$ cat src/design/sidf_pkg.sv
// Shared types and constants for the sequence ID and frame number fixer.
package sidf_pkg;

  // Field widths.
  localparam int ID_W     = 16;
  localparam int FN_IN_W  = 4;
  localparam int FN_OUT_W = 3;
  localparam int ELIM_W   = 8;
  localparam int MAXF_W   = 3;
  localparam int IDB_W    = 5;
  localparam int LAST_W   = 17;
  localparam int SLOT_W   = 17;
  localparam int RC_W     = 8;
  // Width for frame numbers and slot positions in compares (covers 16 slots).
  localparam int FN_W     = 5;

  // Configuration port.
  localparam int CFG_ADDR_W = 2;
  localparam int CFG_DATA_W = 17;

  // Stream data widths, padded to whole bytes.
  localparam int S_DATA_W = 24;
  localparam int M_DATA_W = 24;

  // Register indexes.
  typedef enum logic [CFG_ADDR_W-1:0] {
    REG_ERROR_LIMIT = 2'd0,
    REG_MAX_FRAMES  = 2'd1,
    REG_ID_BITS     = 2'd2,
    REG_LAST_ID     = 2'd3
  } reg_idx_t;

  // Result status codes.
  typedef enum logic [1:0] {
    ST_OK    = 2'd0,
    ST_FAIL  = 2'd1,
    ST_UNCFG = 2'd2
  } status_t;

  // Register values plus the state clear request that a frame count write raises.
  typedef struct packed {
    logic [ELIM_W-1:0] error_limit;
    logic [MAXF_W-1:0] max_frames;
    logic [IDB_W-1:0]  id_bits;
    logic [LAST_W-1:0] last_id;
    logic              clear;
  } cfg_t;

  // One result item.
  typedef struct packed {
    logic [ID_W-1:0]     fixed_id;
    logic [FN_OUT_W-1:0] fixed_frame;
    logic                fixed_valid;
    status_t             status;
  } result_t;

endpackage

$ cat src/design/sidf_cfg_regs.sv
// Configuration register file with its write decode.
module sidf_cfg_regs (
  input  logic                             clk,
  input  logic                             rst,
  input  logic                             cfg_we,
  input  logic [sidf_pkg::CFG_ADDR_W-1:0]  cfg_addr,
  input  logic [sidf_pkg::CFG_DATA_W-1:0]  cfg_wdata,
  output sidf_pkg::cfg_t                   cfg
);

  logic [sidf_pkg::ELIM_W-1:0] error_limit;
  logic [sidf_pkg::MAXF_W-1:0] max_frames;
  logic [sidf_pkg::IDB_W-1:0]  id_bits;
  logic [sidf_pkg::LAST_W-1:0] last_id;
  logic                        clear;

  // Register writes.
  always_ff @(posedge clk) begin
    if (rst) begin
      error_limit <= sidf_pkg::ELIM_W'(3);
      max_frames  <= '0;
      id_bits     <= sidf_pkg::IDB_W'(16);
      last_id     <= '1;
    end else begin
      if (cfg_we) begin
        case (sidf_pkg::reg_idx_t'(cfg_addr))
          sidf_pkg::REG_ERROR_LIMIT: error_limit <= cfg_wdata[sidf_pkg::ELIM_W-1:0];
          sidf_pkg::REG_MAX_FRAMES:  max_frames  <= cfg_wdata[sidf_pkg::MAXF_W-1:0];
          sidf_pkg::REG_ID_BITS:     id_bits <= cfg_wdata[sidf_pkg::IDB_W-1:0];
          sidf_pkg::REG_LAST_ID:     last_id <= cfg_wdata[sidf_pkg::LAST_W-1:0];
          default: ;
        endcase
      end
    end
  end

  // A frame count write clears the group state at the same edge.
  assign clear = cfg_we &&
                 (sidf_pkg::reg_idx_t'(cfg_addr) == sidf_pkg::REG_MAX_FRAMES);

  assign cfg.error_limit = error_limit;
  assign cfg.max_frames  = max_frames;
  assign cfg.id_bits     = id_bits;
  assign cfg.last_id     = last_id;
  assign cfg.clear       = clear;

endmodule

$ cat src/design/sidf_fix_core.sv
// Group state and the single pass ID and frame repair logic.
module sidf_fix_core #(
  parameter int MAX_SLOTS = 4
) (
  input  logic                            clk,
  input  logic                            rst,
  input  sidf_pkg::cfg_t                  cfg,
  input  logic                            fire,
  input  logic [sidf_pkg::ID_W-1:0]       cell_id,
  input  logic [sidf_pkg::FN_IN_W-1:0]    frame_number,
  output sidf_pkg::result_t               result
);

  localparam int PW = $clog2(MAX_SLOTS + 1);
  localparam int SW = (MAX_SLOTS > 1) ? $clog2(MAX_SLOTS) : 1;
  localparam int FW = sidf_pkg::FN_W;

  // Group state.
  logic [sidf_pkg::SLOT_W-1:0] slot_id [MAX_SLOTS];
  logic [PW-1:0]               position;
  logic                        first_item;
  logic [sidf_pkg::RC_W-1:0]   repair_count;

  logic [FW-1:0]               mf;
  logic                        unconf;
  logic                        no_ref;
  logic [sidf_pkg::SLOT_W-1:0] grp;
  logic                        grp_found;
  logic                        take_grp;
  logic [sidf_pkg::IDB_W-1:0]  bits;
  logic [sidf_pkg::ID_W:0]     modulus;
  logic [sidf_pkg::ID_W:0]     wrapped;
  logic [sidf_pkg::ID_W+1:0]   diff;
  logic                        dup;
  logic                        jump;
  logic [sidf_pkg::ID_W:0]     seq_fix;
  logic [sidf_pkg::ID_W-1:0]   seq_id;
  logic [sidf_pkg::SLOT_W-1:0] place_id;
  logic [FW-1:0]               fn5;
  logic [FW-1:0]               pos5;
  logic [FW-1:0]               idx;
  logic [FW-1:0]               pos_after;
  logic [SW-1:0]               wr_idx;
  logic                        in_range;
  logic                        bad_fn;
  logic                        bad_id;
  logic                        both_bad;
  logic                        place_ok;
  logic                        full;
  logic [sidf_pkg::SLOT_W-1:0] out_id;
  logic [FW-1:0]               out_fn;
  logic                        bump;
  logic                        zero_rc;
  logic [sidf_pkg::RC_W-1:0]   repair_count_next;

  // Frames per group, limited to the slot count.
  assign mf = (FW'(cfg.max_frames) > FW'(MAX_SLOTS)) ? FW'(MAX_SLOTS) : FW'(cfg.max_frames);
  assign unconf = (cfg.max_frames == '0);
  assign no_ref = cfg.last_id[sidf_pkg::LAST_W-1];

  // Group ID: first filled slot within the group.
  always_comb begin
    grp       = '1;
    grp_found = 1'b0;
    for (int i = 0; i < MAX_SLOTS; i++) begin
      if (!grp_found && (FW'(i) < mf) && !slot_id[i][sidf_pkg::SLOT_W-1]) begin
        grp       = slot_id[i];
        grp_found = 1'b1;
      end
    end
  end

  assign take_grp = grp_found && (grp[sidf_pkg::ID_W-1:0] <= cell_id);

  // Sequence check against the reference ID, modulo 2^bits.
  assign bits = (cfg.id_bits == '0) ? sidf_pkg::IDB_W'(1) :
                ((cfg.id_bits > sidf_pkg::IDB_W'(16)) ? sidf_pkg::IDB_W'(16) : cfg.id_bits);
  assign modulus = (sidf_pkg::ID_W+1)'(1) << bits;
  assign wrapped = (cell_id < cfg.last_id[sidf_pkg::ID_W-1:0]) ?
                   ({1'b0, cell_id} + modulus) : {1'b0, cell_id};
  assign diff = {1'b0, wrapped} - {2'b00, cfg.last_id[sidf_pkg::ID_W-1:0]};
  assign dup  = (diff == '0);
  assign jump = !diff[sidf_pkg::ID_W+1] && (diff > (sidf_pkg::ID_W+2)'(2));
  assign seq_fix = (dup || jump) ? ({1'b0, cfg.last_id[sidf_pkg::ID_W-1:0]} + 1'b1)
                                 : {1'b0, cell_id};
  assign seq_id  = seq_fix[sidf_pkg::ID_W-1:0] & modulus[sidf_pkg::ID_W-1:0] - 1'b1;

  assign place_id = (no_ref || take_grp) ? {1'b0, cell_id} : {1'b0, seq_id};

  // Frame placement within the group.
  always_comb begin
    fn5      = FW'(frame_number);
    pos5     = FW'(position);
    in_range = (fn5 != '0) && (fn5 <= mf);
    idx      = fn5 - 1'b1;
    bad_fn   = 1'b0;
    bad_id   = 1'b0;
    if (!first_item) begin
      if (pos5 != idx) begin
        bad_fn = 1'b1;
        idx    = pos5;
      end
      bad_id = (idx != '0) && (slot_id[0] != place_id);
    end
    both_bad  = bad_fn && bad_id;
    out_id    = (bad_id && !both_bad) ? slot_id[0] : place_id;
    out_fn    = (bad_fn && !both_bad) ? (pos5 + 1'b1) : fn5;
    pos_after = idx + 1'b1;
    full      = (pos_after >= mf);
    wr_idx    = (idx >= FW'(MAX_SLOTS)) ? SW'(MAX_SLOTS - 1) : idx[SW-1:0];
    place_ok  = in_range && !both_bad;
  end

  // Consecutive repair counting, saturating at its top value.
  always_comb begin
    bump    = 1'b0;
    zero_rc = 1'b0;
    if (!unconf && !no_ref) begin
      if (take_grp) begin
        bump = !place_ok;
      end else begin
        bump    = dup || jump;
        zero_rc = !(dup || jump);
      end
    end
    repair_count_next = repair_count;
    if (zero_rc) begin
      repair_count_next = '0;
    end else if (bump && (repair_count != '1)) begin
      repair_count_next = repair_count + 1'b1;
    end
  end

  // Result for the item now in the input register.
  always_comb begin
    result.fixed_valid = !unconf && in_range;
    result.fixed_id    = result.fixed_valid ? out_id[sidf_pkg::ID_W-1:0] : '0;
    result.fixed_frame = result.fixed_valid ? out_fn[sidf_pkg::FN_OUT_W-1:0] : '0;
    if (unconf) begin
      result.status = sidf_pkg::ST_UNCFG;
    end else if (no_ref) begin
      result.status = place_ok ? sidf_pkg::ST_OK : sidf_pkg::ST_FAIL;
    end else begin
      result.status = (repair_count_next >= cfg.error_limit) ? sidf_pkg::ST_FAIL
                                                             : sidf_pkg::ST_OK;
    end
  end

  // State update; a configuration clear takes priority.
  always_ff @(posedge clk) begin
    if (rst || cfg.clear) begin
      for (int i = 0; i < MAX_SLOTS; i++) begin
        slot_id[i] <= '1;
      end
      position     <= '0;
      first_item   <= 1'b1;
      repair_count <= '0;
    end else if (fire && !unconf) begin
      repair_count <= repair_count_next;
      if (in_range) begin
        first_item <= 1'b0;
        if (full) begin
          for (int i = 0; i < MAX_SLOTS; i++) begin
            slot_id[i] <= '1;
          end
          position <= '0;
        end else begin
          slot_id[wr_idx] <= out_id;
          position        <= pos_after[PW-1:0];
        end
      end
    end
  end

endmodule

$ cat src/design/sequence_id_frame_fixer_top.sv
// Top level of the sequence ID and frame number fixer.
// Each item passes through the input register and then the result register.
// One item per cycle while results are taken; the input register feeds the repair logic
// and the result register, and group state is updated as each item is processed.
// Reset (rst, synchronous, active high) empties all slots, sets the first item
// flag, zeroes the repair count and loads the register reset values.
module sequence_id_frame_fixer_top #(
  parameter int MAX_SLOTS = 4
) (
  input  logic                             clk,
  input  logic                             rst,
  // Configuration writes.
  input  logic                             cfg_we,
  input  logic [sidf_pkg::CFG_ADDR_W-1:0]  cfg_addr,
  input  logic [sidf_pkg::CFG_DATA_W-1:0]  cfg_wdata,
  // Input stream.
  input  logic                             s_axis_tvalid,
  output logic                             s_axis_tready,
  input  logic [sidf_pkg::S_DATA_W-1:0]    s_axis_tdata,  // cell_id[15:0], frame_number[19:16]
  // Result stream.
  output logic                             m_axis_tvalid,
  input  logic                             m_axis_tready,
  output logic [sidf_pkg::M_DATA_W-1:0]    m_axis_tdata   // fixed_id[15:0], fixed_frame[18:16],
                                                          // fixed_valid[19], status[21:20]
);

  sidf_pkg::cfg_t    cfg;
  sidf_pkg::result_t result;

  logic                          in_vld;
  logic [sidf_pkg::ID_W-1:0]     in_id;
  logic [sidf_pkg::FN_IN_W-1:0]  in_fn;
  logic                          fire;
  logic                          out_vld;
  sidf_pkg::result_t             out_res;

  sidf_cfg_regs u_cfg (
    .clk       (clk),
    .rst       (rst),
    .cfg_we    (cfg_we),
    .cfg_addr  (cfg_addr),
    .cfg_wdata (cfg_wdata),
    .cfg       (cfg)
  );

  // Process the held item whenever the result register can take it.
  assign fire          = in_vld && (!out_vld || m_axis_tready);
  assign s_axis_tready = !in_vld || fire;

  // Input register.
  always_ff @(posedge clk) begin
    if (rst) begin
      in_vld <= 1'b0;
    end else if (s_axis_tready) begin
      in_vld <= s_axis_tvalid;
    end
  end

  always_ff @(posedge clk) begin
    if (s_axis_tvalid && s_axis_tready) begin
      in_id <= s_axis_tdata[sidf_pkg::ID_W-1:0];
      in_fn <= s_axis_tdata[sidf_pkg::ID_W +: sidf_pkg::FN_IN_W];
    end
  end

  sidf_fix_core #(
    .MAX_SLOTS (MAX_SLOTS)
  ) u_core (
    .clk          (clk),
    .rst          (rst),
    .cfg          (cfg),
    .fire         (fire),
    .cell_id      (in_id),
    .frame_number (in_fn),
    .result       (result)
  );

  // Result register.
  always_ff @(posedge clk) begin
    if (rst) begin
      out_vld <= 1'b0;
    end else if (fire) begin
      out_vld <= 1'b1;
    end else if (m_axis_tready) begin
      out_vld <= 1'b0;
    end
  end

  always_ff @(posedge clk) begin
    if (fire) begin
      out_res <= result;
    end
  end

  assign m_axis_tvalid = out_vld;
  assign m_axis_tdata  = {2'b00, out_res.status, out_res.fixed_valid,
                          out_res.fixed_frame, out_res.fixed_id};

endmodule

$ cat config.mk
export PLATFORM = sky130hd
export DESIGN_NAME = sequence_id_frame_fixer_top
export DESIGN_NICKNAME = d
export VERILOG_FILES = /design/src/design/sidf_pkg.sv /design/src/design/sidf_cfg_regs.sv /design/src/design/sidf_fix_core.sv /design/src/design/sequence_id_frame_fixer_top.sv
export SDC_FILE = /design/constraint.sdc
export NUM_CORES = 1
export LEC_CHECK = 0
export BUFFER_PORTS_ARGS = -buffer_cell sky130_fd_sc_hd__clkbuf_2
export CORE_MARGIN = 3
export CORE_UTILIZATION = 55
export DETAILED_ROUTE_END_ITERATION = 10
export PLACE_DENSITY = 0.79
export RECOVER_POWER = 100
export REMOVE_ABC_BUFFERS = 1
export SYNTH_ARGS = -nofsm -noshare
export SYNTH_HDL_FRONTEND = slang
export SYNTH_SLANG_ARGS = --single-unit
$ cat constraint.sdc
create_clock -name clk -period 16.5 [get_ports clk]
set_input_delay 0.825 -clock clk [delete_from_list [all_inputs] [get_ports clk]]
set_output_delay 0.825 -clock clk [all_outputs]
set_load 0.01 [all_outputs]
==> run metrics <==
status=finished, violations left; failing checks=max-capacitance violations, max-slew violations; WL/cell=18.4 um; min cycle time layout=12.84 ns; CP Launch Type=flop; fill count=1661; Row Count=51; hold buffers post-CTS=0; Cell variety after synth=80; DRT antenna net count=0; GP Congestion=0.967; crit end category=flop; Logic pwr share=16.6%; pwr dens=86.4 nW/um2; f_max=77.9 MHz; Worst Max-Slew Pin Slew=2.54 ns; Hold Fails Final Rpt=0; register area share after synthesis=38.5%; Initial Utilization=56.3%; grt ovf=0; Port-buffer cells=67; most used cell along the critical path=a21oi_1; Clock power frac=41.1%; Finished Cell Area=12100 um2; Final Net Count=1437; Mapped Cells=1256; width of the die=148 um; sw frac=28.1%; vias in the first global route=9294; H-tree depth=4; slowest CP cell=a311oi_1; skew final=0.00884 ns; Ports=74; CP Data Required Time=16.68 ns; max incr delay on CP=1.91 ns; unrepaired setup endpoints after global routing=false; Rel. slew slack=-70.2%; Ant. Diodes=0; Critical R2R Capture=m_axis_tdata[20]; ys flop type=edfxtp_1; Arr. time, crit path=13.02 ns; Worst Path Buf+Inv=1; post-CTS sizing=0; Slew Limit Fails=116; CP delay by family, top=compound AO/OA/AOI/OAI gates; Initial DRC Count=1058; fraction of layout cells with a size suffix above 1=7.45%; WHS=0.524 ns; largest net degree at the start of global routing=38; Worst-Skew Late Latency=0.44 ns; CTS clk-pin slew, worst paths=0.07 ns; Tcrit/Tclk final=77.8%; worst setup path end=m_axis_tdata[20]; reg-to-reg slack, setup=3.66 ns; Mean Syn Cell Area=8.79 um2; critical path type=reg -> reg; FF+latch count, synth=157; min-delay worst type=reg -> reg; setup violators final=0; CTS tree=done; via count=9736; P_sw=0.000294 W; Core Util, Final=61.9%; setup ws final=3.66 ns; dpl hpwl=20.8 mm; drt total wl=29.1 mm; worst r2r src=u_cfg.id_bits[4]; EDFF count, synth=110; via/cell ratio=6.16; Leakage=4.67 nW; CTS sink count=157; crit path from=u_cfg.id_bits[4]; Pint=0.000753 W; FF-to-FF path depth=45; CP Depth=45; Fin Setup TNS=0 ns; Syn-to-layout area delta=9.81%; multi-input logic area=6270 um2; DIE HEIGHT=148 um; core footprint=19600 um2; antenna violations before repair=0; asr flop ratio synth=0%; sequential share of power=42.4%; maximum vdd drop=0.0783 mV; pre-CTS setup slack=6.05 ns; Max clock buf depth=2; dpl cell area=11600 um2; die area=21800 um2; TritonCTS Buffers=17; Root Driver=clkbuf_16; sequential cell area=4240 um2; Mapped Area=11000 um2; # Post-CTS Setup Buffers=0; iteration count of the initial detailed-routing pass=5; # DRC=0; global-route wire length before repair=46.7 mm; critical path fanouts, max=25; Max Cap Viol=5; Total GRT Usage=27.0%; Synth warnings=0
-- flip-flops by register name (all words and copies together) (netlist names) --
| register | count |
|---|---|
| in_id | 16 |
| in_fn | 4 |
| m_axis_tvalid | 1 |
| u_cfg.error_limit | 8 |
| u_core.position | 3 |
| u_cfg.id_bits | 5 |
| u_cfg.last_id | 17 |
| m_axis_tdata | 22 |
| u_core.repair_count | 8 |
| in_vld | 1 |
| u_core.first_item | 1 |
| u_cfg.max_frames | 3 |
| u_core.slot_id | 68 |
-- layer usage --
metal / vias up / share of wire (%) / track usage (%) / wire [um]
met5: - / 0 / 0 / 0
met4: 0 / 2.7 / 8.48 / 778
met3: 72 / 9.1 / 6.22 / 2650
met2: 483 / 47 / 44.0 / 13600
met1: 4525 / 41 / 35.8 / 12100
li1: 4656 / - / - / -
-- metrics by stage --
step,total power (W),std cells
floorplan,0.000572,1208
global placement,0.000618,1549
detailed placement,0.000623,1549
CTS,0.00105,1581
global route,0.00108,1581
finish,0.00105,1581
-- cell families after synthesis --
logic type / count (synthesis) / synth area share (%)
simple gates: 498 / 21.0
compound gates: 298 / 18.2
flops: 157 / 38.5
buf+inv: 123 / 4.57
fa+ha+maj: 86 / 9.89
xor+xnor: 56 / 4.44
mux: 36 / 3.38
other cells: 2 / 0.0681
-- cells in the final DEF, fill, tap and decap left out, types with 9 or more instances in the layout --
| master | count |
|---|---|
| nand2_1 | 155 |
| a21oi_1 | 70 |
| dfxtp_1 | 47 |
| a21o_1 | 14 |
| nor2b_1 | 15 |
| inv_1 | 73 |
| mux2i_1 | 29 |
| xor2_1 | 18 |
| o22ai_1 | 18 |
| a211oi_1 | 11 |
| o21ai_1 | 9 |
| nor2_1 | 155 |
| nand2b_1 | 19 |
| clkbuf_2 | 39 |
| edfxtp_1 | 110 |
| xnor2_1 | 38 |
| a211o_1 | 23 |
| o21a_1 | 11 |
| nand4_1 | 17 |
| o21ai_0 | 52 |
| o211ai_1 | 12 |
| clkbuf_1 | 30 |
| a31oi_1 | 10 |
| or3_1 | 19 |
| nand3_1 | 37 |
| clkbuf_16 | 17 |
| ha_1 | 84 |
| nor3_1 | 30 |
| and3_1 | 9 |
-- how the worst min path moves through the flow --
stage	startpoint	to	slack, ns	cells past startpoint
5_1_grt	s_axis_tdata[4]	in_id[4]	0.55	1
2_1_floorplan	u_core.repair_count[7]	u_core.repair_count[7]	0.47	2
6_report	in_vld	m_axis_tvalid	0.52	2
3_5_place_dp	in_vld	m_axis_tvalid	0.51	2
3_3_place_gp	u_core.repair_count[7]	u_core.repair_count[7]	0.50	2
4_1_cts	in_vld	m_axis_tvalid	0.52	2
-- cell usage after synthesis (all sizes together), types with 6 or more instances --
library cell  instances  share of area [%]
a21boi                7               0.48
nand2               155                5.3
nand4                17               0.96
or2                   8               0.45
a211o                23                1.8
o22ai                18                1.0
o21ai                63                2.9
xnor2                38                3.0
nor2b                15               0.85
nand3                37                1.7
mux2                  7               0.75
inv                  73                2.5
a21oi                71                3.3
o21a                 11               0.75
nor3                 30                1.4
o21bai                7               0.48
nand2b               19                1.1
xor2                 18                1.4
and3                  9               0.51
nor2                156                5.3
or3                  19                1.1
mux2i                29                2.6
o2111ai               6               0.48
a21o                 14               0.95
ha                   84                9.5
o211ai               13               0.93
edfxtp              110                 30
or4                   8               0.58
dfxtp                47                8.5
a31oi                10               0.57
clkbuf               41                1.4
a211oi               12               0.86
buf                   9               0.69
-- area by class of cell --
| cell class | count | area share (%) |
|---|---|---|
| Sequential cell | 157 | 35.0 |
| Timing Repair Buffer | 76 | 2.97 |
| Tap cell | 265 | 2.74 |
| Clock buffer | 17 | 3.51 |
| Multi-Input combinational cell | 978 | 51.8 |
| Clock inverter | 15 | 1.72 |
| Inverter | 73 | 2.26 |
-- power by group through the flow --
stage / Sequential, W / Combinational, W / Clock (W)
final: 0.000444 / 0.000173 / 0.000430
after global routing: 0.000445 / 0.000193 / 0.000447
after CTS: 0.000443 / 0.000173 / 0.000431
after detailed placement: 0.000451 / 0.000171 / 0
after global placement: 0.000451 / 0.000167 / 0
after floorplan: 0.000448 / 0.000124 / 0
-- worst register-to-register path: cells and delay by family (launching register included) --
| kind | cells | cell delay [ns] |
|---|---|---|
| adders and majority gates | 3 | 0.79 |
| and+or+nand+nor | 12 | 2.23 |
| DFF | 1 | 0.90 |
| xor gates and xnor gates | 3 | 0.76 |
| AOI/OAI and AO/OA | 26 | 7.88 |
| buffers and inverters | 1 | 0.07 |
Note: power is estimated with default switching activity, not from simulation.
